File: src/hw/rtl/bfn_pkg.sv
// ----------------------------------------------------------------------------
// Band frame normalizer package
// Shared widths, defaults, register map, queue entry and sequencer state types.
// ----------------------------------------------------------------------------
package bfn_pkg;

   localparam int DEF_BANDS    = 7;
   localparam int DEF_HISTORY  = 20;
   localparam int QUEUE_DEPTH  = 4;

   localparam int SAMPLE_W     = 10;
   localparam int LEVEL_W      = 8;
   localparam int BAND_PORT_W  = 4;
   localparam int THRESH_W     = 14;
   localparam int DIV_STEPS    = LEVEL_W;

   localparam logic [SAMPLE_W-1:0] SAMPLE_MAX   = '1;
   localparam logic [LEVEL_W-1:0]  LEVEL_MAX    = '1;
   localparam logic [THRESH_W-1:0] THRESH_RESET = 14'd500;

   localparam int CSR_ADDR_W   = 3;
   localparam int CSR_DATA_W   = 32;
   localparam int CSR_INDEX_W  = CSR_ADDR_W - 2;
   localparam logic [CSR_INDEX_W-1:0] REG_THRESHOLD = '0;

   typedef struct packed {
      logic [SAMPLE_W-1:0] sample;
      logic                last;
      logic [SAMPLE_W-1:0] fmax;
      logic [SAMPLE_W-1:0] fmin;
      logic                active;
   } queue_entry_type;

   typedef enum logic [2:0] {
      ST_COLLECT,
      ST_HIST_WR,
      ST_SCAN,
      ST_LOAD,
      ST_DIVIDE,
      ST_EMIT
   } back_state_type;

endpackage

File: src/hw/rtl/bfn_front.sv
// ----------------------------------------------------------------------------
// Band frame normalizer front end
// Accepts samples, tracks the band position and the running frame statistics.
// ----------------------------------------------------------------------------
module bfn_front #(
   parameter int BANDS = bfn_pkg::DEF_BANDS
) (
   input  logic                            clock,
   input  logic                            reset,
   input  logic                            accept,
   input  logic [bfn_pkg::SAMPLE_W-1:0]    sample,
   input  logic [bfn_pkg::THRESH_W-1:0]    threshold,
   output bfn_pkg::queue_entry_type        entry
);
   import bfn_pkg::*;

   localparam int BAND_W = $clog2(BANDS);
   localparam int SUM_W  = $clog2(BANDS * ((1 << SAMPLE_W) - 1) + 1);
   localparam int CMP_W  = (SUM_W > THRESH_W) ? SUM_W : THRESH_W;

   logic [BAND_W-1:0]   fill_ff, fill_in;
   logic [SAMPLE_W-1:0] run_max_ff, run_max_in;
   logic [SAMPLE_W-1:0] run_min_ff, run_min_in;
   logic [SUM_W-1:0]    run_sum_ff, run_sum_in;
   logic                first, last;
   logic [SAMPLE_W-1:0] base_max, base_min;
   logic [SUM_W-1:0]    base_sum;

   always_comb begin
      first      = (fill_ff == '0);
      last       = (fill_ff == BAND_W'(BANDS - 1));
      base_max   = first ? '0 : run_max_ff;
      base_min   = first ? SAMPLE_MAX : run_min_ff;
      base_sum   = first ? '0 : run_sum_ff;
      run_max_in = (sample > base_max) ? sample : base_max;
      run_min_in = (sample < base_min) ? sample : base_min;
      run_sum_in = base_sum + SUM_W'(sample);
      fill_in    = last ? '0 : fill_ff + 1'b1;

      entry.sample = sample;
      entry.last   = last;
      entry.fmax   = run_max_in;
      entry.fmin   = run_min_in;
      entry.active = CMP_W'(run_sum_in) > CMP_W'(threshold);
   end

   always_ff @(posedge clock) begin
      if (reset) begin
         fill_ff <= '0;
      end else if (accept) begin
         fill_ff <= fill_in;
      end
   end

   always_ff @(posedge clock) begin
      if (accept) begin
         run_max_ff <= run_max_in;
         run_min_ff <= run_min_in;
         run_sum_ff <= run_sum_in;
      end
   end

endmodule

File: src/hw/rtl/bfn_queue.sv
// ----------------------------------------------------------------------------
// Band frame normalizer queue
// Short first-in first-out buffer between the front end and the back end.
// ----------------------------------------------------------------------------
module bfn_queue #(
   parameter int DEPTH = bfn_pkg::QUEUE_DEPTH
) (
   input  logic                     clock,
   input  logic                     reset,
   input  logic                     push_valid,
   input  bfn_pkg::queue_entry_type push_data,
   output logic                     full,
   input  logic                     pop_valid,
   output bfn_pkg::queue_entry_type pop_data,
   output logic                     empty
);
   import bfn_pkg::*;

   localparam int PTR_W = $clog2(DEPTH);
   localparam int CNT_W = $clog2(DEPTH + 1);

   queue_entry_type  slot_ff [DEPTH];
   logic [PTR_W-1:0] wr_ptr_ff, wr_ptr_in;
   logic [PTR_W-1:0] rd_ptr_ff, rd_ptr_in;
   logic [CNT_W-1:0] count_ff, count_in;
   logic             do_push, do_pop;

   always_comb begin
      full      = (count_ff == CNT_W'(DEPTH));
      empty     = (count_ff == '0);
      do_push   = push_valid && !full;
      do_pop    = pop_valid && !empty;
      pop_data  = slot_ff[rd_ptr_ff];
      wr_ptr_in = (wr_ptr_ff == PTR_W'(DEPTH - 1)) ? '0 : wr_ptr_ff + 1'b1;
      rd_ptr_in = (rd_ptr_ff == PTR_W'(DEPTH - 1)) ? '0 : rd_ptr_ff + 1'b1;
      count_in  = count_ff;
      if (do_push && !do_pop) begin
         count_in = count_ff + 1'b1;
      end else if (do_pop && !do_push) begin
         count_in = count_ff - 1'b1;
      end
   end

   always_ff @(posedge clock) begin
      if (reset) begin
         wr_ptr_ff <= '0;
         rd_ptr_ff <= '0;
         count_ff  <= '0;
      end else begin
         if (do_push) begin
            wr_ptr_ff <= wr_ptr_in;
         end
         if (do_pop) begin
            rd_ptr_ff <= rd_ptr_in;
         end
         count_ff <= count_in;
      end
   end

   always_ff @(posedge clock) begin
      if (do_push) begin
         slot_ff[wr_ptr_ff] <= push_data;
      end
   end

endmodule

File: src/hw/rtl/bfn_back.sv
// ----------------------------------------------------------------------------
// Band frame normalizer back end
// Gathers a frame, updates the history ring, scans it and divides each band.
// ----------------------------------------------------------------------------
module bfn_back #(
   parameter int BANDS   = bfn_pkg::DEF_BANDS,
   parameter int HISTORY = bfn_pkg::DEF_HISTORY
) (
   input  logic                              clock,
   input  logic                              reset,
   input  logic                              q_empty,
   input  bfn_pkg::queue_entry_type          q_data,
   output logic                              q_pop,
   input  logic                              out_pop,
   output logic                              out_valid,
   output logic [bfn_pkg::LEVEL_W-1:0]       out_level,
   output logic [bfn_pkg::BAND_PORT_W-1:0]   out_band,
   output logic                              out_active,
   output logic                              out_last
);
   import bfn_pkg::*;

   localparam int BAND_W = $clog2(BANDS);
   localparam int HIST_W = (HISTORY > 1) ? $clog2(HISTORY) : 1;
   localparam int STEP_W = $clog2(DIV_STEPS);

   back_state_type      state_ff, state_in;
   logic [SAMPLE_W-1:0] store_ff [BANDS];
   logic [SAMPLE_W-1:0] max_hist_ff [HISTORY];
   logic [SAMPLE_W-1:0] min_hist_ff [HISTORY];
   logic [HIST_W-1:0]   slot_ff, slot_in;
   logic [HIST_W-1:0]   scan_ff, scan_in;
   logic [BAND_W-1:0]   band_ff, band_in;
   logic [STEP_W-1:0]   step_ff, step_in;
   logic [SAMPLE_W-1:0] fmax_ff, fmax_in;
   logic [SAMPLE_W-1:0] fmin_ff, fmin_in;
   logic                act_ff, act_in;
   logic [SAMPLE_W-1:0] gmax_ff, gmax_in;
   logic [SAMPLE_W-1:0] gmin_ff, gmin_in;
   logic [SAMPLE_W-1:0] rem_ff, rem_in;
   logic [LEVEL_W-1:0]  quot_ff, quot_in;
   logic                out_valid_ff, out_valid_in;
   logic [LEVEL_W-1:0]  out_level_ff;
   logic [BAND_W-1:0]   out_band_ff;
   logic                out_active_ff, out_last_ff;
   logic                store_we, hist_we, out_load;
   logic [SAMPLE_W-1:0] range_w, cur_sample, diff_w, hmax_w, hmin_w;
   logic [SAMPLE_W:0]   rem_x2;
   logic                quot_bit;

   always_comb begin
      range_w    = (gmax_ff >= gmin_ff) ? gmax_ff - gmin_ff : '0;
      cur_sample = store_ff[band_ff];
      diff_w     = cur_sample - gmin_ff;
      hmax_w     = max_hist_ff[scan_ff];
      hmin_w     = min_hist_ff[scan_ff];
      rem_x2     = {rem_ff, 1'b0};
      quot_bit   = rem_x2 >= {1'b0, range_w};
   end

   always_comb begin
      state_in     = state_ff;
      slot_in      = slot_ff;
      scan_in      = scan_ff;
      band_in      = band_ff;
      step_in      = step_ff;
      fmax_in      = fmax_ff;
      fmin_in      = fmin_ff;
      act_in       = act_ff;
      gmax_in      = gmax_ff;
      gmin_in      = gmin_ff;
      rem_in       = rem_ff;
      quot_in      = quot_ff;
      out_valid_in = out_valid_ff && !out_pop;
      q_pop        = 1'b0;
      store_we     = 1'b0;
      hist_we      = 1'b0;
      out_load     = 1'b0;
      case (state_ff)
         ST_COLLECT: begin
            if (!q_empty) begin
               q_pop    = 1'b1;
               store_we = 1'b1;
               if (q_data.last) begin
                  band_in  = '0;
                  fmax_in  = q_data.fmax;
                  fmin_in  = q_data.fmin;
                  act_in   = q_data.active;
                  state_in = ST_HIST_WR;
               end else begin
                  band_in = band_ff + 1'b1;
               end
            end
         end
         ST_HIST_WR: begin
            hist_we  = 1'b1;
            slot_in  = (slot_ff == HIST_W'(HISTORY - 1)) ? '0 : slot_ff + 1'b1;
            scan_in  = '0;
            gmax_in  = '0;
            gmin_in  = SAMPLE_MAX;
            state_in = ST_SCAN;
         end
         ST_SCAN: begin
            if (hmax_w > gmax_ff) begin
               gmax_in = hmax_w;
            end
            if (hmin_w < gmin_ff) begin
               gmin_in = hmin_w;
            end
            if (scan_ff == HIST_W'(HISTORY - 1)) begin
               state_in = ST_LOAD;
            end else begin
               scan_in = scan_ff + 1'b1;
            end
         end
         ST_LOAD: begin
            step_in = '0;
            rem_in  = diff_w;
            quot_in = '0;
            if (range_w == '0 || cur_sample < gmin_ff) begin
               state_in = ST_EMIT;
            end else if (diff_w >= range_w) begin
               quot_in  = LEVEL_MAX;
               state_in = ST_EMIT;
            end else begin
               state_in = ST_DIVIDE;
            end
         end
         ST_DIVIDE: begin
            rem_in  = quot_bit ? SAMPLE_W'(rem_x2 - {1'b0, range_w}) : rem_x2[SAMPLE_W-1:0];
            quot_in = {quot_ff[LEVEL_W-2:0], quot_bit};
            step_in = step_ff + 1'b1;
            if (step_ff == STEP_W'(DIV_STEPS - 1)) begin
               state_in = ST_EMIT;
            end
         end
         ST_EMIT: begin
            if (!out_valid_ff || out_pop) begin
               out_load     = 1'b1;
               out_valid_in = 1'b1;
               if (band_ff == BAND_W'(BANDS - 1)) begin
                  band_in  = '0;
                  state_in = ST_COLLECT;
               end else begin
                  band_in  = band_ff + 1'b1;
                  state_in = ST_LOAD;
               end
            end
         end
         default: begin
            state_in = ST_COLLECT;
         end
      endcase
   end

   always_ff @(posedge clock) begin
      if (reset) begin
         state_ff     <= ST_COLLECT;
         slot_ff      <= '0;
         band_ff      <= '0;
         out_valid_ff <= 1'b0;
         for (int i = 0; i < HISTORY; i++) begin
            max_hist_ff[i] <= '0;
            min_hist_ff[i] <= '0;
         end
      end else begin
         state_ff     <= state_in;
         slot_ff      <= slot_in;
         band_ff      <= band_in;
         out_valid_ff <= out_valid_in;
         if (hist_we) begin
            max_hist_ff[slot_ff] <= fmax_ff;
            min_hist_ff[slot_ff] <= fmin_ff;
         end
      end
   end

   always_ff @(posedge clock) begin
      scan_ff <= scan_in;
      step_ff <= step_in;
      fmax_ff <= fmax_in;
      fmin_ff <= fmin_in;
      act_ff  <= act_in;
      gmax_ff <= gmax_in;
      gmin_ff <= gmin_in;
      rem_ff  <= rem_in;
      quot_ff <= quot_in;
      if (store_we) begin
         store_ff[band_ff] <= q_data.sample;
      end
      if (out_load) begin
         out_level_ff  <= quot_ff;
         out_band_ff   <= band_ff;
         out_active_ff <= act_ff;
         out_last_ff   <= (band_ff == BAND_W'(BANDS - 1));
      end
   end

   assign out_valid  = out_valid_ff;
   assign out_level  = out_level_ff;
   assign out_band   = BAND_PORT_W'(out_band_ff);
   assign out_active = out_active_ff;
   assign out_last   = out_last_ff;

endmodule

File: src/hw/rtl/band_frame_normalizer.sv
// ----------------------------------------------------------------------------
// Band frame normalizer
// Scales each band of a frame against the max/min history of recent frames.
// ----------------------------------------------------------------------------
// Samples enter on push/full, one band per beat, bands in order. Every
// BANDS-th beat closes a frame. A frame produces BANDS result beats on the
// empty/pop side, one per band, each with the scaled level, the band index,
// the activity flag and a last marker on the final band.
// The front end takes a beat every cycle while the four-entry queue has
// room. The back end drains one frame, writes the history ring, scans all
// HISTORY slots, and then handles each band in turn: load, an eight-step
// serial divider where needed, and hand-off to the output register.
// A stalled receiver holds the output register, which stops the divider;
// the queue then fills and full rises. Reset clears the history ring, the
// band position, the queue and the output, and sets the threshold to 500.
// ----------------------------------------------------------------------------
module band_frame_normalizer #(
   parameter int BANDS   = bfn_pkg::DEF_BANDS,
   parameter int HISTORY = bfn_pkg::DEF_HISTORY
) (
   input  logic                              clock,
   input  logic                              reset,
   input  logic                              push,
   output logic                              full,
   input  logic [bfn_pkg::SAMPLE_W-1:0]      req_sample,
   output logic                              empty,
   input  logic                              pop,
   output logic [bfn_pkg::LEVEL_W-1:0]       rsp_level,
   output logic [bfn_pkg::BAND_PORT_W-1:0]   rsp_band,
   output logic                              rsp_active,
   output logic                              rsp_last,
   input  logic                              psel,
   input  logic                              penable,
   input  logic                              pwrite,
   input  logic [bfn_pkg::CSR_ADDR_W-1:0]    paddr,
   input  logic [bfn_pkg::CSR_DATA_W-1:0]    pwdata,
   output logic [bfn_pkg::CSR_DATA_W-1:0]    prdata,
   output logic                              pready
);
   import bfn_pkg::*;

   logic [THRESH_W-1:0]    threshold_ff;
   logic [CSR_INDEX_W-1:0] csr_index;
   logic                   csr_write, push_accept, q_full, q_empty, q_pop, out_valid;
   queue_entry_type        front_entry, q_data;

   assign pready      = 1'b1;
   assign csr_index   = paddr[CSR_ADDR_W-1:2];
   assign csr_write   = psel && penable && pwrite && pready;
   assign prdata      = (csr_index == REG_THRESHOLD) ? CSR_DATA_W'(threshold_ff) : '0;
   assign full        = q_full;
   assign push_accept = push && !q_full;
   assign empty       = !out_valid;

   always_ff @(posedge clock) begin
      if (reset) begin
         threshold_ff <= THRESH_RESET;
      end else if (csr_write && csr_index == REG_THRESHOLD) begin
         threshold_ff <= pwdata[THRESH_W-1:0];
      end
   end

   bfn_front #(
      .BANDS     (BANDS)
   ) u_front (
      .clock     (clock),
      .reset     (reset),
      .accept    (push_accept),
      .sample    (req_sample),
      .threshold (threshold_ff),
      .entry     (front_entry)
   );

   bfn_queue #(
      .DEPTH      (QUEUE_DEPTH)
   ) u_queue (
      .clock      (clock),
      .reset      (reset),
      .push_valid (push),
      .push_data  (front_entry),
      .full       (q_full),
      .pop_valid  (q_pop),
      .pop_data   (q_data),
      .empty      (q_empty)
   );

   bfn_back #(
      .BANDS      (BANDS),
      .HISTORY    (HISTORY)
   ) u_back (
      .clock      (clock),
      .reset      (reset),
      .q_empty    (q_empty),
      .q_data     (q_data),
      .q_pop      (q_pop),
      .out_pop    (pop),
      .out_valid  (out_valid),
      .out_level  (rsp_level),
      .out_band   (rsp_band),
      .out_active (rsp_active),
      .out_last   (rsp_last)
   );

endmodule
File: config.mk
export PLATFORM = sky130hd
export DESIGN_NAME = band_frame_normalizer
export DESIGN_NICKNAME = d
export VERILOG_FILES = /design/src/hw/rtl/bfn_pkg.sv /design/src/hw/rtl/bfn_front.sv /design/src/hw/rtl/bfn_queue.sv /design/src/hw/rtl/bfn_back.sv /design/src/hw/rtl/band_frame_normalizer.sv
export SDC_FILE = /design/constraint.sdc
export NUM_CORES = 1
export LEC_CHECK = 0
export BUFFER_PORTS_ARGS = -buffer_cell sky130_fd_sc_hd__buf_2
export CAP_MARGIN = 20
export CELL_PAD_IN_SITES_DETAIL_PLACEMENT = 0
export CELL_PAD_IN_SITES_GLOBAL_PLACEMENT = 2
export CORE_ASPECT_RATIO = 0.5
export CORE_UTILIZATION = 45
export DETAILED_ROUTE_END_ITERATION = 12
export MAX_ROUTING_LAYER = met4
export PLACE_DENSITY = 0.82
export SLEW_MARGIN = 20
export SYNTH_ARGS = -nofsm -noshare
export SYNTH_HDL_FRONTEND = slang
export SYNTH_HIERARCHICAL = 1
export SYNTH_SLANG_ARGS = --single-unit
File: constraint.sdc
create_clock -name clock -period 7.9 [get_ports clock]
set_input_delay 1.185 -clock clock [delete_from_list [all_inputs] [get_ports clock]]
set_output_delay 1.185 -clock clock [all_outputs]
set_load 0.02 [all_outputs]
==> results.sh, run 1 <==
export IMPL_synth_area_top_cells="edfxtp_1 64%, mux4_2 12%, and2_1 5.9%"
export IMPL_worstMarginPinSlew_ns=1.126
export IMPL_antenna_left=0
export IMPL_clockRootBuffer="clkbuf_16"
export IMPL_yosysMostFrequentCell="edfxtp_1"
export IMPL_numCtsBuffers=92
export IMPL_finalWorstSetupSlack_ns=2.876
export IMPL_cp_arrival_ns=5.42
export IMPL_regArea_mm2=0.02949
export IMPL_post_cts_buffers=0
export IMPL_drive_gt1_frac=0.2032
export IMPL_synthTopCellsByCount="951 x edfxtp_1, 427 x and2_1, 238 x mux4_2"
export IMPL_holdBufCountCts=0
export IMPL_fin_hold_ws_ns=0.4351
export IMPL_grt_pass1_wl_mm=147.8
export IMPL_synth_cell_types=87
export IMPL_crit_type="flop to flop"
export IMPL_seq_area_frac_synth=0.6562
export IMPL_synthCells=2764
export IMPL_cts_sinks=997
export IMPL_yosys_warnings=6
export IMPL_finalSetupTns_ns=0
export IMPL_finish_net_count=2955
export IMPL_wirelength_mm=99.22
export IMPL_end_kind="flop"
export IMPL_ios=101
export IMPL_synth_top_area_share=0.6357
export IMPL_cp_max_fo=20
export IMPL_clk_latency_ns=0.69
export IMPL_multi_input_area_mm2=0.01441
export IMPL_ys_ff_latch=997
export IMPL_slew_limit_headroom=0.2482
export IMPL_dieArea_mm2=0.1012
export IMPL_grt_pass1_vias=23040
export IMPL_post_drt_wl_per_cell_um=23.70
export IMPL_die_w_um=448.8
export IMPL_syn_to_final_growth_pct=10.37
export IMPL_final_util=0.5043
export IMPL_synth_edf_count=951
export IMPL_overflow=0
export IMPL_vdd_drop_max_v=0.0002288
export IMPL_syn_area_mm2=0.04492
export IMPL_fill_cells=8066
export IMPL_viasPerCell=5.569
export IMPL_clockBufferDepth=3
export IMPL_hold_viol=0
export IMPL_synth_flop_cell="edfxtp_1"
export IMPL_avgSynthCellArea_um2=16.25
export IMPL_dp_hpwl_mm=60.35
export IMPL_drv_slew=0
export IMPL_status="finished clean"
export IMPL_final_cells=4187
export IMPL_min_path_type="flop to flop"
export IMPL_antenna_found_initial=5
export IMPL_power_density_mw_per_mm2=337.2
export IMPL_async_flop_share=0
export IMPL_final_period_utilization=0.6360
export IMPL_grt_usage=0.2029
export IMPL_cts_tree="built"
export IMPL_vias=23317
export IMPL_required_ns=8.30
export IMPL_start_util=0.4570
export IMPL_h_tree_depth=3
export IMPL_portBuffers=60
export IMPL_clkTransAtPathRegs_ns=0.07
export IMPL_drc_errors=0
export IMPL_skew_ns=0.02623
export IMPL_synth_top_cell_by_area="edfxtp_1"
export IMPL_drt_pass1_iterations=5
export IMPL_power_leakage_nw=17.32
export IMPL_pre_cts_ws_ns=2.753
export IMPL_cts_resized=0
export IMPL_cap_violations=0
export IMPL_dp_cells=4004
export IMPL_gp_congestion=0.7908
export IMPL_drt_iter0_drc=1715
export IMPL_setup_viol=0
export IMPL_cp_start_kind="flop"
export IMPL_core_region_area_mm2=0.09831
export IMPL_fin_crit_ns=5.024
export IMPL_max_freq_mhz=199.0
export IMPL_fp_dieH_um=225.4
export IMPL_fp_row_count=81
export IMPL_rsz0062_at_grt="false"
export IMPL_grt_start_max_net_pins=74
==> power breakdown <==
part / leakage [nW] / total, W / internal, W / switching (W)
Sequential: 9.51 / 0.00704 / 0.00657 / 0.000470
Clock: 1.44 / 0.00444 / 0.00248 / 0.00196
Combinational: 6.37 / 0.00524 / 0.00231 / 0.00293
==> metal layers <==
metal	up-vias	part of all wire	global-route usage
met2	609	0.46	0.3014
met4	0	0.019	0.04712
met1	12095	0.46	0.2937
met3	122	0.064	0.03365
met5	-	0	-
li1	10491	-	-
==> final cells by class <==
class                           instances  share of cell area
Clock buffer                          103             0.04767
Clock inverter                         64             0.01211
Sequential cell                       997              0.5948
Multi-Input combinational cell       1516              0.2906
Inverter                               66            0.005098
Tap cell                             1328             0.03351
Antenna cell                            4           0.0002019
Timing Repair Buffer                  109             0.01597
==> metrics by stage <==
stage	cell area [um^2]	power [W]
3_5_place_dp	46410	0.01236
2_1_floorplan	44990	0.01072
4_1_cts	49380	0.01680
3_3_place_gp	46410	0.01227
6_report	49580	0.01672
5_1_grt	49570	0.01755
==> flip-flops by register name (all words and copies together), names as in the netlist, 13 cells and up, named ones only <==
name and count:
u_back/max_hist_ff 320, u_back/min_hist_ff 320, u_queue/slot_ff 128, u_back/store_ff 70
threshold_ff 14, u_front/run_sum_ff 13
==> cells by family (layout without fill, tap and decap cells) <==
group / Yosys count / in the layout / share of synthesized area
AOI/OAI and AO/OA: 203 / 203 / 0.02989
xor gates and xnor gates: 36 / 36 / 0.007019
adders and majority gates: 121 / 121 / 0.03454
buffers and inverters: 268 / 342 / 0.02810
DFF: 997 / 997 / 0.6562
muxes: 332 / 332 / 0.1428
other: 3 / 24 / 0.0002507
and+or+nand+nor: 804 / 804 / 0.1012
==> path summary, 6_finish.rpt <==
path | end | from | slack (ns) | cells past startpoint
hold / removal | u_back/out_level[7] | u_back/quot_ff[7] | 0.44 | 0
setup / recovery | u_back/quot_ff[0] | flop | 2.88 | 18
setup reg to reg | u_back/quot_ff[0] | flop | 2.88 | 18
hold reg to reg | u_back/out_level[7] | u_back/quot_ff[7] | 0.44 | 0
==> placed cells by master (no fill, tap or decap), types with 10 or more instances in the layout <==
| cell type | instances |
|---|---|
| clkbuf_16 | 92 |
| nor2b_1 | 24 |
| bufinv_16 | 10 |
| conb_1 | 20 |
| o21ai_0 | 38 |
| nand3_1 | 20 |
| ha_1 | 116 |
| mux2_2 | 32 |
| xor2_1 | 18 |
| nand2_1 | 79 |
| inv_1 | 64 |
| buf_4 | 34 |
| nor3_1 | 15 |
| nand2b_1 | 35 |
| mux2i_1 | 56 |
| mux4_2 | 238 |
| xnor2_1 | 18 |
| a21o_1 | 25 |
| nor2_4 | 12 |
| a21oi_1 | 55 |
| edfxtp_1 | 951 |
| buf_8 | 11 |
| clkinv_2 | 12 |
| clkinv_1 | 31 |
| and2_1 | 427 |
| dfxtp_1 | 41 |
| nor2_1 | 102 |
| or2_2 | 21 |
| buf_2 | 60 |
| o21a_1 | 10 |
| or3_1 | 11 |
==> worst max-delay path, stage by stage, from the launching register on <==
cell and delay [ns]:
dfxtp_1 0.31, buf_4 0.36, mux4_2 0.55, mux2i_1 0.29, ha_1 0.25, inv_1 0.06
fa_1 0.42, a211oi_1 0.22, nor2_1 0.11, o211a_1 0.23, nor2_1 0.12, xnor2_1 0.15
ha_1 0.25, or4_1 0.58, a211oi_1 0.26, o21a_1 0.17, or3_1 0.12, a211oi_2 0.09
o21bai_1 0.21
Note: power is estimated with default switching activity, not from simulation.
==> run 2, diff against run 1 <==
Settings changed: CORE_UTILIZATION 45 to 43.
Clock period 7.9 ns to 4.6 ns, I/O delays scaled along.
==> results.sh, run 2 (synthesis results as in run 1) <==
export IMPL_status="finished clean"
export IMPL_fp_row_count=83
export IMPL_antennaDiodeCount=0
export IMPL_die_w_um=459.1
export IMPL_ios=101
export IMPL_dieArea_mm2=0.1058
export IMPL_fin_hold_ws_ns=0.2547
export IMPL_required_ns=5.03
export IMPL_hold_path_depth=3
export IMPL_syn_to_final_growth_pct=12.38
export IMPL_post_cts_buffers=0
export IMPL_finalSetupTns_ns=0
export IMPL_regArea_mm2=0.02949
export IMPL_multi_input_area_mm2=0.01438
export IMPL_drv_slew=0
export IMPL_power_leakage_nw=17.80
export IMPL_vias=23560
export IMPL_start_util=0.4361
export IMPL_setup_viol=0
export IMPL_grt_start_max_net_pins=44
export IMPL_pwr_share_clk=0.266
export IMPL_clockRootBuffer="clkbuf_16"
export IMPL_min_delay_start="pwdata[10]"
export IMPL_cp_arrival_ns=4.79
export IMPL_fp_dieH_um=230.6
export IMPL_drt_pass1_iterations=5
export IMPL_drt_iter0_drc=1827
export IMPL_grt_usage=0.1982
export IMPL_grt_pass1_vias=23419
export IMPL_cts_sinks=997
export IMPL_final_util=0.4900
export IMPL_clk_latency_ns=0.69
export IMPL_met3WireLength_mm=6.639
export IMPL_core_region_area_mm2=0.1030
export IMPL_skew_ns=0.02577
export IMPL_reg2reg_to="u_back/quot_ff[3]"
export IMPL_dp_hpwl_mm=65.21
export IMPL_hold_viol=0
export IMPL_grt_pass1_wl_mm=150.8
export IMPL_cts_tree="built"
export IMPL_wirelength_mm=100.9
export IMPL_max_freq_mhz=229.3
export IMPL_cp_max_fo=8
export IMPL_cp_start_kind="flop"
export IMPL_gp_congestion=0.8110
export IMPL_viasPerCell=5.444
export IMPL_met1_length_mm=46.78
export IMPL_p_int_w=0.02016
export IMPL_highest_layer="met4"
export IMPL_min_path_type="input pin to flop"
export IMPL_slew_limit_headroom=0.2642
export IMPL_final_period_utilization=0.9483
export IMPL_power_density_mw_per_mm2=586.3
export IMPL_numCtsBuffers=90
export IMPL_total_power_w=0.02960
export IMPL_portBuffers=60
export IMPL_end_kind="flop"
export IMPL_antenna_left=0
export IMPL_clkTransAtPathRegs_ns=0.06
export IMPL_fill_cells=8657
export IMPL_combPwrFrac=0.329
export IMPL_hold_end="threshold_ff[10]"
export IMPL_final_common_cell="edfxtp_1"
export IMPL_crit_type="flop to flop"
export IMPL_cts_resized=0
export IMPL_antenna_found_initial=3
export IMPL_post_drt_wl_per_cell_um=23.31
export IMPL_fin_crit_ns=4.362
export IMPL_h_tree_depth=3
export IMPL_cap_violations=0
export IMPL_reg2reg_depth=18
export IMPL_vdd_drop_max_v=0.0003191
export IMPL_clockBufferDepth=3
export IMPL_met2_length_mm=45.80
export IMPL_drive_gt1_frac=0.2259
export IMPL_overflow=0
export IMPL_reg_top3="u_back/max_hist_ff (320), u_back/min_hist_ff (320), u_queue/slot_ff (128)"
export IMPL_finish_net_count=3022
export IMPL_final_cell_mix="951 x edfxtp_1, 427 x and2_1, 238 x mux4_2"
export IMPL_worstMarginPinSlew_ns=1.104
export IMPL_netSwitchingFraction=0.3187
export IMPL_seqPwrFrac=0.404
export IMPL_power_switching_w=0.009432
export IMPL_regToRegSetupSlack_ns=0.24
export IMPL_drc_errors=0
export IMPL_holdBufCountCts=0
==> run 2: how the worst max path moves through the flow <==
stage	start	to	slack (ns)	depth (start not counted)
after CTS	flop	u_back/quot_ff[0]	0.11	18
after global placement	flop	u_back/quot_ff[0]	0.13	16
after detailed placement	flop	u_back/quot_ff[0]	0.12	16
after floorplan	flop	u_back/quot_ff[0]	0.25	20
after global routing	flop	u_back/quot_ff[0]	-0.05	18
final	flop	u_back/quot_ff[3]	0.24	18
==> run 2: through the flow <==
stage	cell area [um^2]	cells	setup WS, ns
2_1_floorplan	44990	2781	0.2478
3_3_place_gp	47160	4146	0.1339
3_5_place_dp	47170	4147	0.1235
4_1_cts	50260	4316	0.1139
5_1_grt	50480	4328	-0.04708
6_report	50480	4328	0.2380
==> run 2: final cells by class <==
cell class              instances  area share
flip-flops and latches        997      0.5842
multi-input cells            1516      0.2847
clock buffers                 109     0.04786
well taps                    1402     0.03475
repair buffers                178     0.03016
clock inverters                60     0.01331
inverters                      66    0.005006
==> run 2: critical path: stages, from the launching register on <==
cell and delay [ns]:
dfxtp_2 0.34, buf_6 0.13, mux4_2 0.48, mux2i_1 0.18, ha_2 0.22, inv_1 0.05, fa_1 0.40, a211oi_2 0.19
nor2_1 0.11, o211a_1 0.25, nor2_2 0.09, xnor2_1 0.10, ha_1 0.22, or4_1 0.56, a211oi_2 0.22, o21a_1 0.16
or3_4 0.14, a211oi_4 0.06, a21o_1 0.20
==> run 2: power groups by stage <==
| stage | Combinational, W | Clock (W) | Sequential (W) |
|---|---|---|---|
| 2_1_floorplan | 0.00667 | 0 | 0.0117 |
| 3_3_place_gp | 0.00929 | 0 | 0.0123 |
| 3_5_place_dp | 0.00937 | 0 | 0.0124 |
| 4_1_cts | 0.00941 | 0.00806 | 0.0122 |
| 5_1_grt | 0.0105 | 0.00839 | 0.0121 |
| 6_report | 0.00975 | 0.00789 | 0.0120 |
==> run 2: per-layer routing <==
| metal | track usage | up-vias |
|---|---|---|
| li1 | - | 10618 |
| met1 | 0.2864 | 12163 |
| met2 | 0.2932 | 663 |
| met3 | 0.03390 | 116 |
| met4 | 0.04630 | 0 |
| met5 | - | - |
